<file path="config.mk">
export PLATFORM = sky130hd
export DESIGN_NAME = fdp_front_flat
export DESIGN_NICKNAME = d
export VERILOG_FILES = /design/src/rtl/fdp_pkg.sv /design/src/rtl/fdp_channels.sv /design/src/rtl/fdp_front.sv /design/src/flat_wrapper.sv
export SDC_FILE = /design/constraint.sdc
export NUM_CORES = 1
export LEC_CHECK = 0
export CAP_MARGIN = 5
export CORE_ASPECT_RATIO = 0.6
export CORE_MARGIN = 2
export CORE_UTILIZATION = 55
export DETAILED_ROUTE_END_ITERATION = 12
export DONT_BUFFER_PORTS = 1
export PLACE_DENSITY = 0.74
export SLEW_MARGIN = 30
export SYNTH_ARGS = -nofsm -noshare
export SYNTH_HDL_FRONTEND = slang
export SYNTH_SLANG_ARGS = --single-unit
</file>
<file path="constraint.sdc">
create_clock -name vclk -period 4.29
set_input_delay 0.2145 -clock vclk [all_inputs]
set_output_delay 0.2145 -clock vclk [all_outputs]
set_load 0.03 [all_outputs]
</file>
<file path="src/rtl/fdp_pkg.sv">
// Package for the frame downscale and pack block: widths, register indexes,
// item kinds, queue entry type and the scaling constants.
// No dependencies; every other file of the block but fdp_ram imports it.
package fdp_pkg;

  localparam int unsigned FRAME_DEPTH_DEF = 131072;

  localparam int unsigned ADDR_W    = 17;  // item address field
  localparam int unsigned PIX_W     = 8;   // grayscale pixel
  localparam int unsigned DIM_W     = 11;  // source width and height registers
  localparam int unsigned SRC_AW    = 23;  // wide enough for row * width + column
  localparam int unsigned CFG_IDX_W = 2;
  localparam int unsigned Y_W       = 7;   // display row, at most 127
  localparam int unsigned X_W       = 8;   // display column, at most 239
  localparam int unsigned CNT_W     = 3;   // pixel counter within one byte

  // Packed image sizes in bytes.
  localparam int unsigned MONO_BYTES = 1024;
  localparam int unsigned GRAY_BYTES = 7680;

  localparam int unsigned MONO_THRESHOLD = 128;
  localparam int unsigned GRAY_W         = 240;
  localparam int unsigned MONO_W_SHIFT   = 7;  // 128 columns
  localparam int unsigned MONO_H_SHIFT   = 6;  // 64 rows
  localparam int unsigned GRAY_H_SHIFT   = 7;  // 128 rows

  // n / 15 == (n * RECIP15) >> RECIP_SHIFT for every n below 74898.
  localparam int unsigned RECIP15     = 34953;
  localparam int unsigned RECIP_SHIFT = 19;

  localparam logic [CNT_W-1:0] MONO_PIX_LAST = CNT_W'(7);
  localparam logic [CNT_W-1:0] GRAY_PIX_LAST = CNT_W'(3);

  typedef enum logic [CFG_IDX_W-1:0] {
    CFG_MODE   = 2'd0,
    CFG_WIDTH  = 2'd1,
    CFG_HEIGHT = 2'd2
  } cfg_idx_e;

  typedef enum logic [1:0] {
    ITEM_WRITE = 2'd0,
    ITEM_READ  = 2'd1,
    ITEM_FAIL  = 2'd2
  } item_e;

  typedef enum logic [2:0] {
    BK_IDLE   = 3'd0,
    BK_ROW    = 3'd1,
    BK_BASE   = 3'd2,
    BK_STREAM = 3'd3,
    BK_DRAIN  = 3'd4,
    BK_DONE   = 3'd5
  } bk_state_e;

  typedef struct packed {
    logic             mode;
    logic [DIM_W-1:0] width;
    logic [DIM_W-1:0] height;
  } cfg_t;

  // One classified item as it waits between front and back.
  typedef struct packed {
    item_e             kind;
    logic [ADDR_W-1:0] addr;
    logic [PIX_W-1:0]  pixel;
    logic [Y_W-1:0]    row;
    logic [X_W-1:0]    col0;
  } entry_t;

endpackage

</file>
<file path="src/rtl/fdp_channels.sv">
// Valid/ready channel interfaces for the command items and the result items.
// Depends on fdp_pkg.
interface fdp_cmd_if import fdp_pkg::*; ();
  logic              valid;
  logic              ready;
  logic              command;
  logic [ADDR_W-1:0] address;
  logic [PIX_W-1:0]  pixel_value;

  modport source(output valid, command, address, pixel_value, input ready);
  modport sink(input valid, command, address, pixel_value, output ready);
endinterface


</file>
<file path="src/rtl/fdp_front.sv">
// Front end: accepts command items, range-checks them and works out the display
// row and first column of a read, then pushes a classified entry to the queue.
// Depends on fdp_pkg and fdp_channels.
module fdp_front import fdp_pkg::*; #(
  parameter int unsigned FRAME_DEPTH = FRAME_DEPTH_DEF
) (
  fdp_cmd_if.sink    cmd_i,
  input  cfg_t       cfg_i,
  input  logic       q_ready_i,
  output logic       q_push_o,
  output entry_t     q_entry_o
);

  logic                 size_ok;
  logic                 read_ok;
  logic                 write_ok;
  logic [Y_W-1:0]       row;
  logic [X_W-1:0]       col0;
  logic [10:0]          quad;
  logic [26:0]          quad_prod;
  logic [Y_W-1:0]       gray_row;
  logic [14:0]          gray_p0;
  logic [14:0]          gray_row_start;

  assign cmd_i.ready = q_ready_i;
  assign q_push_o    = cmd_i.valid && q_ready_i;

  // In the gray mode a byte holds four pixels; its first pixel p0 = 4 * index
  // lies on row p0 / 240, computed as (index / 4) / 15 by a reciprocal.
  assign quad           = cmd_i.address[12:2];
  assign quad_prod      = 27'(quad) * 27'(RECIP15);
  assign gray_row       = Y_W'(quad_prod >> RECIP_SHIFT);
  assign gray_p0        = {cmd_i.address[12:0], 2'b00};
  assign gray_row_start = (15'(gray_row) << 8) - (15'(gray_row) << 4);

  always_comb begin
    size_ok  = (cfg_i.width != '0) && (cfg_i.height != '0);
    write_ok = SRC_AW'(cmd_i.address) < SRC_AW'(FRAME_DEPTH);
    if (cfg_i.mode) begin
      read_ok = size_ok && (cmd_i.address < ADDR_W'(GRAY_BYTES));
      row     = gray_row;
      col0    = X_W'(gray_p0 - gray_row_start);
    end else begin
      read_ok = size_ok && (cmd_i.address < ADDR_W'(MONO_BYTES));
      row     = Y_W'(cmd_i.address[9:4]);
      col0    = {1'b0, cmd_i.address[3:0], 3'b000};
    end

    q_entry_o.addr  = cmd_i.address;
    q_entry_o.pixel = cmd_i.pixel_value;
    q_entry_o.row   = row;
    q_entry_o.col0  = col0;
    if (cmd_i.command) begin
      q_entry_o.kind = read_ok ? ITEM_READ : ITEM_FAIL;
    end else begin
      q_entry_o.kind = write_ok ? ITEM_WRITE : ITEM_FAIL;
    end
  end

endmodule

</file>
<file path="src/flat_wrapper.sv">
// flat-port wrapper written by rule: the top's interface ports become plain ports
module fdp_front_flat import fdp_pkg::*;
#(
  parameter int unsigned FRAME_DEPTH = FRAME_DEPTH_DEF
)
  (cfg_i, q_ready_i, q_push_o, q_entry_o, cmd_i_valid, cmd_i_command, cmd_i_address, cmd_i_pixel_value, cmd_i_ready);
  fdp_cmd_if cmd_i_i ();
  input  cfg_t cfg_i;
  input  logic q_ready_i;
  output logic q_push_o;
  output entry_t q_entry_o;
  input wire logic [$bits(cmd_i_i.valid)-1:0] cmd_i_valid;
  input wire logic [$bits(cmd_i_i.command)-1:0] cmd_i_command;
  input wire logic [$bits(cmd_i_i.address)-1:0] cmd_i_address;
  input wire logic [$bits(cmd_i_i.pixel_value)-1:0] cmd_i_pixel_value;
  output wire logic [$bits(cmd_i_i.ready)-1:0] cmd_i_ready;
  assign cmd_i_i.valid = cmd_i_valid;
  assign cmd_i_i.command = cmd_i_command;
  assign cmd_i_i.address = cmd_i_address;
  assign cmd_i_i.pixel_value = cmd_i_pixel_value;
  assign cmd_i_ready = cmd_i_i.ready;
  fdp_front #(.FRAME_DEPTH(FRAME_DEPTH)) u_core (.cmd_i(cmd_i_i), .cfg_i(cfg_i), .q_ready_i(q_ready_i), .q_push_o(q_push_o), .q_entry_o(q_entry_o));
endmodule
</file>
==> flow_summary_export.csv <==
group,metric,value,unit
status,status,"finished clean",
yosys,synth_area_leaders,"ha_1 36%, fa_1 14%, buf_4 12%",
yosys,ys_seq_area_share,0,%
placed_design,io_buffers,0,
final_layout,num_antenna_cells,0,
die,die_y,48.0,um
sta,setup_viol,0,
sta,finalSetupTns,0,ns
setup_path,critPathKind,"in -> out",
final_layout,nFlopsAndLatches,0,
yosys,yosysWarnings,0,
die,io_pins,95,
yosys,avgSynthCellArea,8.49,um2
sta,tightest_slew,0.585,ns
placed_design,place.gp.congestion,0.867,
grt,grt_pass1_vias,1291,
drt,postRouteAntennaNets,0,
job,cap_violations,0,
die,die_w,77.4,um
sta,min_period,4.11,ns
setup_path,crit_top_cell,"ha_1",
yosys,synthCells,209,
die,rows,15,
drt,routedWlPerCell,17.7,um
sta,max_slew_margin,60.9,%
power,irDropWorstVdd,0.204,mV
placed_design,dp_hpwl,3660,um
die,start_util,59.9,%
drt,drc_errors,0,
grt,grt_first_pass_wirelength,6040,um
grt,grt_start_max_net_pins,21,
die,core,0.00297,mm2
setup_path,critPathArrivalTime,3.90,ns
final_layout,drive_gt1_share,11.1,%
sta,hold_viol,0,
final_layout,clkbuf_count,0,
grt,antenna_found_initial,0,
sta,clock.fmax,243,MHz
final_layout,layout_common_cells,"51 x ha_1, 29 x inv_1, 12 x fa_1",
drt,initialDrtViolationCount,26,
final_layout,seq_area,0,um2
yosys,netlist_area,0.00178,mm2
drt,dr.pass1.iters,4,
setup_path,max_stage_delay,0.48,ns
setup_path,slowest_stage,"fa_1",
clock_tree,cts_hold_buf,0,
hold_path,min_path_cells,0,
yosys,synth.distinct_cells,40,
final_layout,layout.nets,305,
setup_path,cp_cell_sequence,"ha_1 > inv_1 > fa_1 > fa_1 > inv_1 > ha_1 > ha_1 > nand3_1 > a211oi_4 > o21ai_1 > xnor2_1 > ha_1 > a21o_1 > a21oi_1 > xnor2_1 > nand2b_1 > mux2i_1 > buf_4",
hold_path,hold_class,"in -> out",
sta,fin_crit_sh,95.8,%
drt,wl,4090,um
final_layout,syn_to_final_growth,-4.51,%
sta,hold_ws,0.429,ns
setup_path,crit_fanout,7,
setup_path,cp.required,4.08,ns
final_layout,final_common_cell,"ha_1",
yosys,yosysTopAreaCell,"ha_1",
setup_path,cp-start-kind,"input port",
yosys,yosysTopAreaCellShare,35.9,%
power,p_per_area,250,mW/mm2
sta,slew_viol_final,0,
drt,vias,1347,
grt,grt_overflow,0,
power,p_leak,0.920,nW
setup_path,crit_path_end_kind,"output port",
die,die-area,0.00371,mm2
drt,avgViaCountPerCell,5.83,
grt,grt_usage,21.1,%
==> Yosys cell counts (2+ instances only) <==
master    instances
inv_1            29
a21o_1            3
nor2b_1           3
nor4_1            8
nor2_1            9
nand4_1           2
xnor2_1           4
nand3_1           3
a221oi_2          2
mux2i_1           2
a21oi_1           7
buf_4            28
ha_1             51
and3_1            2
mux2_2            4
o21ai_0           5
nand3b_1          2
nand2_1          10
fa_1             12
and2_1            3
==> worst paths after layout <==
check / start / to / slack (ns)
worst max-delay path: cmd_i_address[9] / q_entry_o[7] / 0.18
worst min-delay path: cmd_i_pixel_value[3] / q_entry_o[18] / 0.43
==> metrics by stage <==
stage / power, mW / instance area (um2) / utilization, % / setup WS (ns) / std cells
after floorplan: 0.363 / 1780 / - / 0.0684 / 210
after global placement: 0.389 / 1670 / 56.5 / 0.212 / 230
after detailed placement: 0.410 / 1670 / 56.5 / 0.129 / 230
after CTS: 0.413 / 1670 / 56.5 / 0.109 / 230
after global routing: 0.475 / 1700 / 57.2 / -0.0489 / 231
final: 0.424 / 1700 / 57.2 / 0.180 / 231
==> layer usage <==
layer	routed length [um]	global-route usage (%)	vias up	share of wire [%]
met5	0	0	-	0
met4	35	2.14	0	0.85
met3	315	2.08	6	7.7
met2	1930	39.5	63	47
met1	1810	28.3	618	44
li1	-	-	660	-
==> area by class of cell <==
class,instances,area [um2]
multi-input cells,151,1470
fillers,279,1270
inverters,29,109
repair buffers,9,67.6
well taps,42,52.6
==> worst max-delay path, delay by kind of cell <==
family / cells / cell delay [ns]
AOI/OAI and AO/OA: 4 / 0.79
buffers and inverters: 3 / 0.27
muxes: 1 / 0.12
and+or+nand+nor: 2 / 0.28
xor gates and xnor gates: 2 / 0.32
adders and majority gates: 6 / 1.87
==> repair_timing <==
item / CTS / global route
endpoints found under the setup margin: 0 / 1
buffers inserted: 0 / 1
resized for setup: 0 / 4
==> logic make-up after synthesis <==
kind of cell             share of synthesized area [%]
AO/OA/AOI/OAI                                     11.3
XOR/XNOR                                          2.47
adder cells (fa/ha/maj)                           49.5
buffers and inverters                             18.4
multiplexers                                      3.66
other                                            0.211
AND/OR/NAND/NOR                                   14.5
==> where the power goes <==
part	internal, mW	switching [mW]	leakage, nW
Clock	0	0	0
Sequential	0	0	0
Combinational	0.183	0.242	0.920
Note: power is estimated with default switching activity, not from simulation.
