## config.mk

```make
export PLATFORM = sky130hd
export DESIGN_NAME = fdp_queue
export DESIGN_NICKNAME = d
export VERILOG_FILES = /design/src/rtl/fdp_pkg.sv /design/src/rtl/fdp_queue.sv
export SDC_FILE = /design/constraint.sdc
export NUM_CORES = 1
export LEC_CHECK = 0
export ABC_AREA = 1
export BUFFER_PORTS_ARGS = -buffer_cell sky130_fd_sc_hd__buf_2
export CAP_MARGIN = 20
export CORE_AREA = 10 10 123 114
export DETAILED_ROUTE_END_ITERATION = 6
export DIE_AREA = 0 0 133 124
export GPL_TIMING_DRIVEN = 0
export PLACE_DENSITY = 0.6
export SETUP_SLACK_MARGIN = 0.15
export SLEW_MARGIN = 30
export SYNTH_ARGS = -nofsm -noshare
export SYNTH_HDL_FRONTEND = slang
export SYNTH_SLANG_ARGS = --single-unit
```

## constraint.sdc

```tcl
create_clock -name clk_i -period 1.8 [get_ports clk_i]
set_input_delay 0.36 -clock clk_i [delete_from_list [all_inputs] [get_ports clk_i]]
set_output_delay 0.36 -clock clk_i [all_outputs]
set_load 0.05 [all_outputs]
```

## src/rtl/fdp_pkg.sv

```systemverilog
// Package for the frame downscale and pack block: widths, register indexes,
// item kinds, queue entry type and the scaling constants.
// No dependencies; every other file of the block but fdp_ram imports it.
package fdp_pkg;

  localparam int unsigned FRAME_DEPTH_DEF = 131072;

  localparam int unsigned ADDR_W    = 17;  // item address field
  localparam int unsigned PIX_W     = 8;   // grayscale pixel
  localparam int unsigned DIM_W     = 11;  // source width and height registers
  localparam int unsigned SRC_AW    = 23;  // wide enough for row * width + column
  localparam int unsigned CFG_IDX_W = 2;
  localparam int unsigned Y_W       = 7;   // display row, at most 127
  localparam int unsigned X_W       = 8;   // display column, at most 239
  localparam int unsigned CNT_W     = 3;   // pixel counter within one byte

  // Packed image sizes in bytes.
  localparam int unsigned MONO_BYTES = 1024;
  localparam int unsigned GRAY_BYTES = 7680;

  localparam int unsigned MONO_THRESHOLD = 128;
  localparam int unsigned GRAY_W         = 240;
  localparam int unsigned MONO_W_SHIFT   = 7;  // 128 columns
  localparam int unsigned MONO_H_SHIFT   = 6;  // 64 rows
  localparam int unsigned GRAY_H_SHIFT   = 7;  // 128 rows

  // n / 15 == (n * RECIP15) >> RECIP_SHIFT for every n below 74898.
  localparam int unsigned RECIP15     = 34953;
  localparam int unsigned RECIP_SHIFT = 19;

  localparam logic [CNT_W-1:0] MONO_PIX_LAST = CNT_W'(7);
  localparam logic [CNT_W-1:0] GRAY_PIX_LAST = CNT_W'(3);

  typedef enum logic [CFG_IDX_W-1:0] {
    CFG_MODE   = 2'd0,
    CFG_WIDTH  = 2'd1,
    CFG_HEIGHT = 2'd2
  } cfg_idx_e;

  typedef enum logic [1:0] {
    ITEM_WRITE = 2'd0,
    ITEM_READ  = 2'd1,
    ITEM_FAIL  = 2'd2
  } item_e;

  typedef enum logic [2:0] {
    BK_IDLE   = 3'd0,
    BK_ROW    = 3'd1,
    BK_BASE   = 3'd2,
    BK_STREAM = 3'd3,
    BK_DRAIN  = 3'd4,
    BK_DONE   = 3'd5
  } bk_state_e;

  typedef struct packed {
    logic             mode;
    logic [DIM_W-1:0] width;
    logic [DIM_W-1:0] height;
  } cfg_t;

  // One classified item as it waits between front and back.
  typedef struct packed {
    item_e             kind;
    logic [ADDR_W-1:0] addr;
    logic [PIX_W-1:0]  pixel;
    logic [Y_W-1:0]    row;
    logic [X_W-1:0]    col0;
  } entry_t;

endpackage

```

## src/rtl/fdp_queue.sv

```systemverilog
// Two-entry queue of classified items between the front and the back end.
// Depends on fdp_pkg.
module fdp_queue import fdp_pkg::*; (
  input  logic   clk_i,
  input  logic   rst_ni,
  input  logic   push_i,
  input  entry_t entry_i,
  output logic   ready_o,
  input  logic   pop_i,
  output logic   valid_o,
  output entry_t head_o
);

  entry_t     slot_q [2];
  logic       wr_ptr_q, wr_ptr_d;
  logic       rd_ptr_q, rd_ptr_d;
  logic [1:0] count_q, count_d;

  assign ready_o = (count_q != 2'd2);
  assign valid_o = (count_q != 2'd0);
  assign head_o  = slot_q[rd_ptr_q];

  always_comb begin
    wr_ptr_d = wr_ptr_q ^ push_i;
    rd_ptr_d = rd_ptr_q ^ pop_i;
    count_d  = count_q + 2'(push_i) - 2'(pop_i);
  end

  always_ff @(posedge clk_i or negedge rst_ni) begin
    if (!rst_ni) begin
      wr_ptr_q <= 1'b0;
      rd_ptr_q <= 1'b0;
      count_q  <= 2'd0;
    end else begin
      wr_ptr_q <= wr_ptr_d;
      rd_ptr_q <= rd_ptr_d;
      count_q  <= count_d;
    end
  end

  always_ff @(posedge clk_i) begin
    if (push_i) begin
      slot_q[wr_ptr_q] <= entry_i;
    end
  end

endmodule

```

==> reports/metrics.cfg, run 1 <==
[logic_synthesis]
syn-num-nets = 293
synth_most_common_cell = edfxtp_1
top_area_cell_type_share_of_the_netlist_area_pct = 75.5
synth_area_um2 = 3340
number_of_enable_type_register_cells_in_the_synthesized_netlist = 84
netlist_instances = 243
ys_async_sr_fraction_pct = 4.55
ys_dominant_reg_cell = edfxtp_1
synth_top_cells_by_count = edfxtp_1 (84), inv_1 (49), nand2_1 (49), o21ai_0 (31), o21ai_1 (11)
biggest_area_contributors_in_the_synthesized_netlist = edfxtp_1 (76%), inv_1 (5.5%), nand2_1 (5.5%), o21ai_0 (4.6%), dfrtp_1 (3.0%)
yosysWarnings = 0
synth_sequential_area_ratio_pct = 78.5
netlist.top_cell.by_area = edfxtp_1
register_bit_count_reported_by_yosys = 88
netlist-cell-type-count = 13
syn_area_per_cell_um2 = 13.7

[global_route]
grt_pass1_vias = 2269
grt_util_all_layers_pct = 9.39
first_pass_grt_wire_length_um = 11900
grt_antenna_before_repair = 0
grt_start_max_net_pins = 43
grt_overflow_total = 0

[clock_network]
clock_pin_slew_on_the_worst_setup_and_hold_paths_ns = 0.06
cts_tree = built
cts-root-buf = clkbuf_16
cts.htree.levels = 3
cts_sinks = 88
clock_path_buffers = 2
inserted_clock_buffers = 9
worstSkewPairLatency_ns = 0.34

[final_layout]
fin_cells = 507
filler_cell_count = 1047
finalInstanceArea_um2 = 4830
final-seq-area_um2 = 2620
finalNetCount = 396
post_route_cells_drive_above_1_share_pct = 45.0
antennaDiodeCount = 0
multi_input_area_um2 = 676
syn2layout_area_growth_pct = 44.6

[min_path]
min_delay_worst_endpoint = slot_q[1][35]
hp-start = entry_i[35]
hold_depth = 1
timing.hold.worst.class = input pin to flop

[pwr]
switching_part_of_the_total_power_pct = 42.6
cellLeakagePower_nw = 2.02
p_int_mw = 5.50
power.combinational.fraction_pct = 51.9
switching_power_mw = 4.09
p_per_area_nw_per_um2 = 1980
power.sequential.fraction_pct = 29.8
vdd_ir_drop_max_mv = 0.901
share_clk_of_total_power_pct = 18.4
p_total_mw = 9.59

[critical_path]
timing.critical_path.to_type = output pin
ff2ff_path_depth = 2
critPathMaxFanout = 9
timing.rr.start = wr_ptr_q
cp.required_ns = 1.44
worstPathArrival_ns = 1.43
reg_to_reg_end = slot_q[0][13]
cp-start-kind = flop
ff2ff_setup_slack_ns = 0.36
worstSetupPathType = flop to output pin

[timing]
max_freq_ghz = 0.557
report.final.setup_viol = 0
max_slew_headroom_pct = 57.6
timing_hold_violations_final = 0
layout_setup_ws_ns = 0.00503
finalWorstPathRequiredPeriod_ns = 1.79
clock-skew-final_ns = 0.00415
hold-worst-slack_ns = 0.207
finalMaxSlewViolations = 0
finalCritPeriodShare_pct = 99.7
setup_repair_after_global_routing_missed_its_margin = true
slew_at_the_pin_with_the_worst_max_slew_slack_ns = 0.636

[floorplan]
initial_core_util_pct = 29.5
fp.dieArea_um2 = 16500
top_level_ports = 90
die_width_um = 133
floorplan_core_area_um2 = 11300
placement_rows = 37
floorplan_die_height_um = 124

[run_status]
outcome = finished clean

[placed_design]
routabilityCongestion = 0.695
dpl_cell_area_um2 = 4120
numPlacedInstances = 488
place_worst_setup_slack_ns = -0.0216
place.port_buffers = 89
dpl.hpwl_um = 5020

[detailed_routing]
wl_per_cell_um = 14.6
routed_wl_um = 7410
initialDrtViolationCount = 91
num_vias = 2069
detail_route.drc_violations = 0
postRouteAntennaNets = 0
detail_routed_via_count_per_cell = 4.08
drt-pass1-iter-count = 4

[job]
max-cap-violations = 0

## state kept, by name, indices dropped and copies added, names as in the netlist
name,cells
slot_q,84
count_q,2
rd_ptr_q,1
wr_ptr_q,1
## worst max-delay path, cell delays in order, from the launching register on
cell and delay, ns:
dfrtp_2 0.44, buf_12 0.17, buf_4 0.15, o21ai_2 0.16
buf_6 0.18
## cells in the final DEF, fill, tap and decap left out, types with 3 or more instances in the layout
cell type  Yosys  routed
edfxtp_1      84      84
buf_6          5      43
nand2_1       49      45
o21ai_4        0       3
buf_12         0       3
clkbuf_16      0      10
o21ai_2        0      37
buf_2          1      47
inv_1         49      49
dfrtp_1        4       3
clkinv_1       0       4
## per-stage QoR
step           utilization, %  setup TNS [ns]
2_1_floorplan               -           -1.56
3_3_place_gp             36.1           -3.74
3_5_place_dp             36.3         -0.0709
4_1_cts                  41.7         -0.0757
5_1_grt                  42.6           -1.19
6_report                 42.6               0
## routing by layer
| layer | wire length [um] | global-route usage (%) | vias to the layer above |
|---|---|---|---|
| li1 | - | - | 1032 |
| met1 | 2890 | 9.81 | 971 |
| met2 | 3820 | 15.8 | 55 |
| met3 | 525 | 4.27 | 11 |
| met4 | 164 | 4.95 | 0 |
| met5 | 0 | 0 | - |
## cell type report
class	instances	share of cell area [%]
plain buffers	9	2.49
clock buffers	10	4.74
clock inverters	6	1.04
inverters	49	3.81
multi-input cells	97	14.0
flip-flops and latches	88	54.3
well taps	156	4.04
repair buffers	92	15.6
## power by group through the flow
| stage | clock network (mW) | logic (mW) | registers (mW) |
|---|---|---|---|
| after floorplan | 0 | 3.03 | 2.85 |
| after global placement | 0 | 3.94 | 2.87 |
| after detailed placement | 0 | 4.00 | 2.88 |
| after CTS | 1.82 | 4.86 | 2.85 |
| after global routing | 1.90 | 5.31 | 2.89 |
| final | 1.76 | 4.97 | 2.85 |
## how the worst max path moves through the flow
stage	from	end	slack (ns)	depth (start not counted)
3_5_place_dp	rd_ptr_q	head_o[16]	-0.02	3
2_1_floorplan	rd_ptr_q	head_o[33]	-0.22	2
5_1_grt	rd_ptr_q	head_o[29]	-0.06	4
4_1_cts	rd_ptr_q	head_o[26]	-0.02	4
3_3_place_gp	push_i	slot_q[0][20]	-0.06	2
6_report	rd_ptr_q	head_o[2]	0.005	4
## kinds of logic after synthesis
| logic type | share of synthesized area [%] |
|---|---|
| buffers and inverters | 7.79 |
| adder cells (fa/ha/maj) | 1.50 |
| XOR/XNOR | 0.262 |
| AO/OA/AOI/OAI | 6.29 |
| AND/OR/NAND/NOR | 5.66 |
| flip-flops | 78.5 |
## what timing repair did
action | in CTS | in global routing
hold buffers | 1 | 0
gates resized for setup | 105 | 21
endpoints found under the setup margin | 42 | 42
setup buffers | 1 | 0
endpoints found under the hold margin | 4 | 0
gates cloned | 0 | 1
Power figures use the tool's default switching activity.
==> inputs of run 2 (changes only) <==
--- a/config.mk
+++ b/config.mk
@@ -13,7 +13,6 @@
 export DIE_AREA = 0 0 133 124
 export GPL_TIMING_DRIVEN = 0
 export PLACE_DENSITY = 0.6
-export SETUP_SLACK_MARGIN = 0.15
 export SLEW_MARGIN = 30
 export SYNTH_ARGS = -nofsm -noshare
 export SYNTH_HDL_FRONTEND = slang
==> run 2 against run 1 <==
Against the previous run: the run now ends with negative setup slack left; die area is the same; sequential cell count unchanged; first-iteration DRC count increased by 3.3%; global-route usage is 0.23 points lower; highest routed layer unchanged.
==> reports/metrics.cfg, run 2 (synthesis gave the netlist of run 1 again) <==
[critical_path]
cp.required_ns = 1.44
worstPathArrival_ns = 1.45
cp-start-kind = flop
timing.critical_path.to_type = output pin
worstSetupPathType = flop to output pin
critPathMaxFanout = 7

[global_route]
grt_antenna_before_repair = 1
grt_overflow_total = 0
grt_pass1_vias = 2196
grt_start_max_net_pins = 43
grt_util_all_layers_pct = 9.16
first_pass_grt_wire_length_um = 11500

[final_layout]
filler_cell_count = 1049
layout.core_utilization_pct = 42.3
post_route_cells_drive_above_1_share_pct = 43.6
syn2layout_area_growth_pct = 43.5
final_common_cell = edfxtp_1
antennaDiodeCount = 0
largest_registers = slot_q x84, count_q x2
finalInstanceArea_um2 = 4790
largest_register_ffs = 84
finalNetCount = 396
mostFrequentLayoutCells = edfxtp_1 (84), inv_1 (49), buf_2 (47)
registers.top_by_ff_count = slot_q

[detailed_routing]
routedLengthMet1_um = 2980
num_vias = 2102
met2WireLength_um = 3770
initialDrtViolationCount = 94
detail_route.drc_violations = 0
wl_per_cell_um = 14.6
detail_routed_via_count_per_cell = 4.15
postRouteAntennaNets = 0
drt-pass1-iter-count = 4
met3RoutedLength_um = 539
maxUsedRoutingLayer = met4
routed_wl_um = 7430

[clock_network]
worstSkewPairLatency_ns = 0.33
cts_sinks = 88
cts_tree = built
cts.htree.levels = 3
clock_pin_slew_on_the_worst_setup_and_hold_paths_ns = 0.06
cts-root-buf = clkbuf_16
inserted_clock_buffers = 9
clock_path_buffers = 2

[min_path]
timing.hold.worst.class = input pin to flop

[timing]
finalWorstPathRequiredPeriod_ns = 1.81
max_freq_ghz = 0.553
layout_setup_ws_ns = -0.00816
slew_at_the_pin_with_the_worst_max_slew_slack_ns = 0.632
report.final.setup_viol = 2
finalMaxSlewViolations = 0
setup_repair_after_global_routing_missed_its_margin = true
finalCritPeriodShare_pct = 100
clock-skew-final_ns = 0.00613
hold-worst-slack_ns = 0.210
max_slew_headroom_pct = 57.9
timing_hold_violations_final = 0

[pwr]
p_per_area_nw_per_um2 = 1960
cellLeakagePower_nw = 2.00
p_total_mw = 9.42
vdd_ir_drop_max_mv = 0.987

[floorplan]
die_width_um = 133
placement_rows = 37
floorplan_die_height_um = 124
top_level_ports = 90
initial_core_util_pct = 29.5
fp.dieArea_um2 = 16500
floorplan_core_area_um2 = 11300

[placed_design]
place.port_buffers = 89
dpl.hpwl_um = 5000
dpl_cell_area_um2 = 4010
routabilityCongestion = 0.670

[run_status]
outcome = complete, but fails checks
violations_in_the_final_reports = negative setup slack

[job]
max-cap-violations = 0

==> run 2: changes by cell type in the layout (fill, tap and decap cells not counted), sizes merged <==
cell	change
bufinv	-1
clkbuf	+2
clkinv	-1
==> run 2: area by class of cell <==
class	count	area (um2)	share of cell area [%]
clock inverter	4	20.0	0.418
tap	156	195	4.07
sequential	88	2620	54.7
multi-input combinational	97	666	13.9
clock buffer	12	246	5.14
timing repair buffer	92	726	15.1
inverter	49	184	3.84
buffer	9	133	2.77
==> run 2: critical path: stages, from the launching register on <==
cell	delay (ns)
dfrtp_2	0.46
buf_12	0.17
buf_4	0.16
o21ai_2	0.15
buf_6	0.18
==> run 2: per-layer routing <==
layer | up-vias | GRT usage [%]
met5 | - | 0
met4 | 0 | 4.53
met3 | 13 | 4.43
met2 | 64 | 15.0
met1 | 999 | 9.83
li1 | 1026 | -
==> run 2: repair_timing <==
action                     in CTS  in global routing
hold endpoints to repair        4                  0
gates resized for setup        86                 74
setup buffers                   1                  1
hold buffers                    1                  0
pin swaps                       1                  5
setup endpoints to repair      42                 42
==> run 2: worst paths after layout <==
check	from	endpoint	slack, ns	cells after the start
min in group asynchronous	rst_ni	rd_ptr_q	0.37	2
max reg2reg	wr_ptr_q	slot_q[0][20]	0.36	2
max	rd_ptr_q	head_o[2]	-0.008	4
min	entry_i[32]	slot_q[1][32]	0.21	1
min reg2reg	count_q[1]	count_q[1]	0.62	3
max in group asynchronous	rst_ni	rd_ptr_q	1.29	2
==> run 2: power breakdown <==
group | total (mW) | switching (mW) | internal, mW
Clock | 1.65 | 0.691 | 0.962
Combinational | 4.90 | 3.23 | 1.67
Sequential | 2.86 | 0.131 | 2.73
Total | 9.42 | 4.05 | 5.37
==> run 2: per-stage QoR <==
step / instances / worst slack (ns) / TNS (ns)
finish: 507 / -0.00816 / -0.0106
global route: 507 / -0.0792 / -1.87
CTS: 506 / -0.0439 / -0.927
detailed placement: 488 / 0.135 / 0
global placement: 488 / -0.0477 / -3.29
floorplan: 243 / -0.235 / -4.70
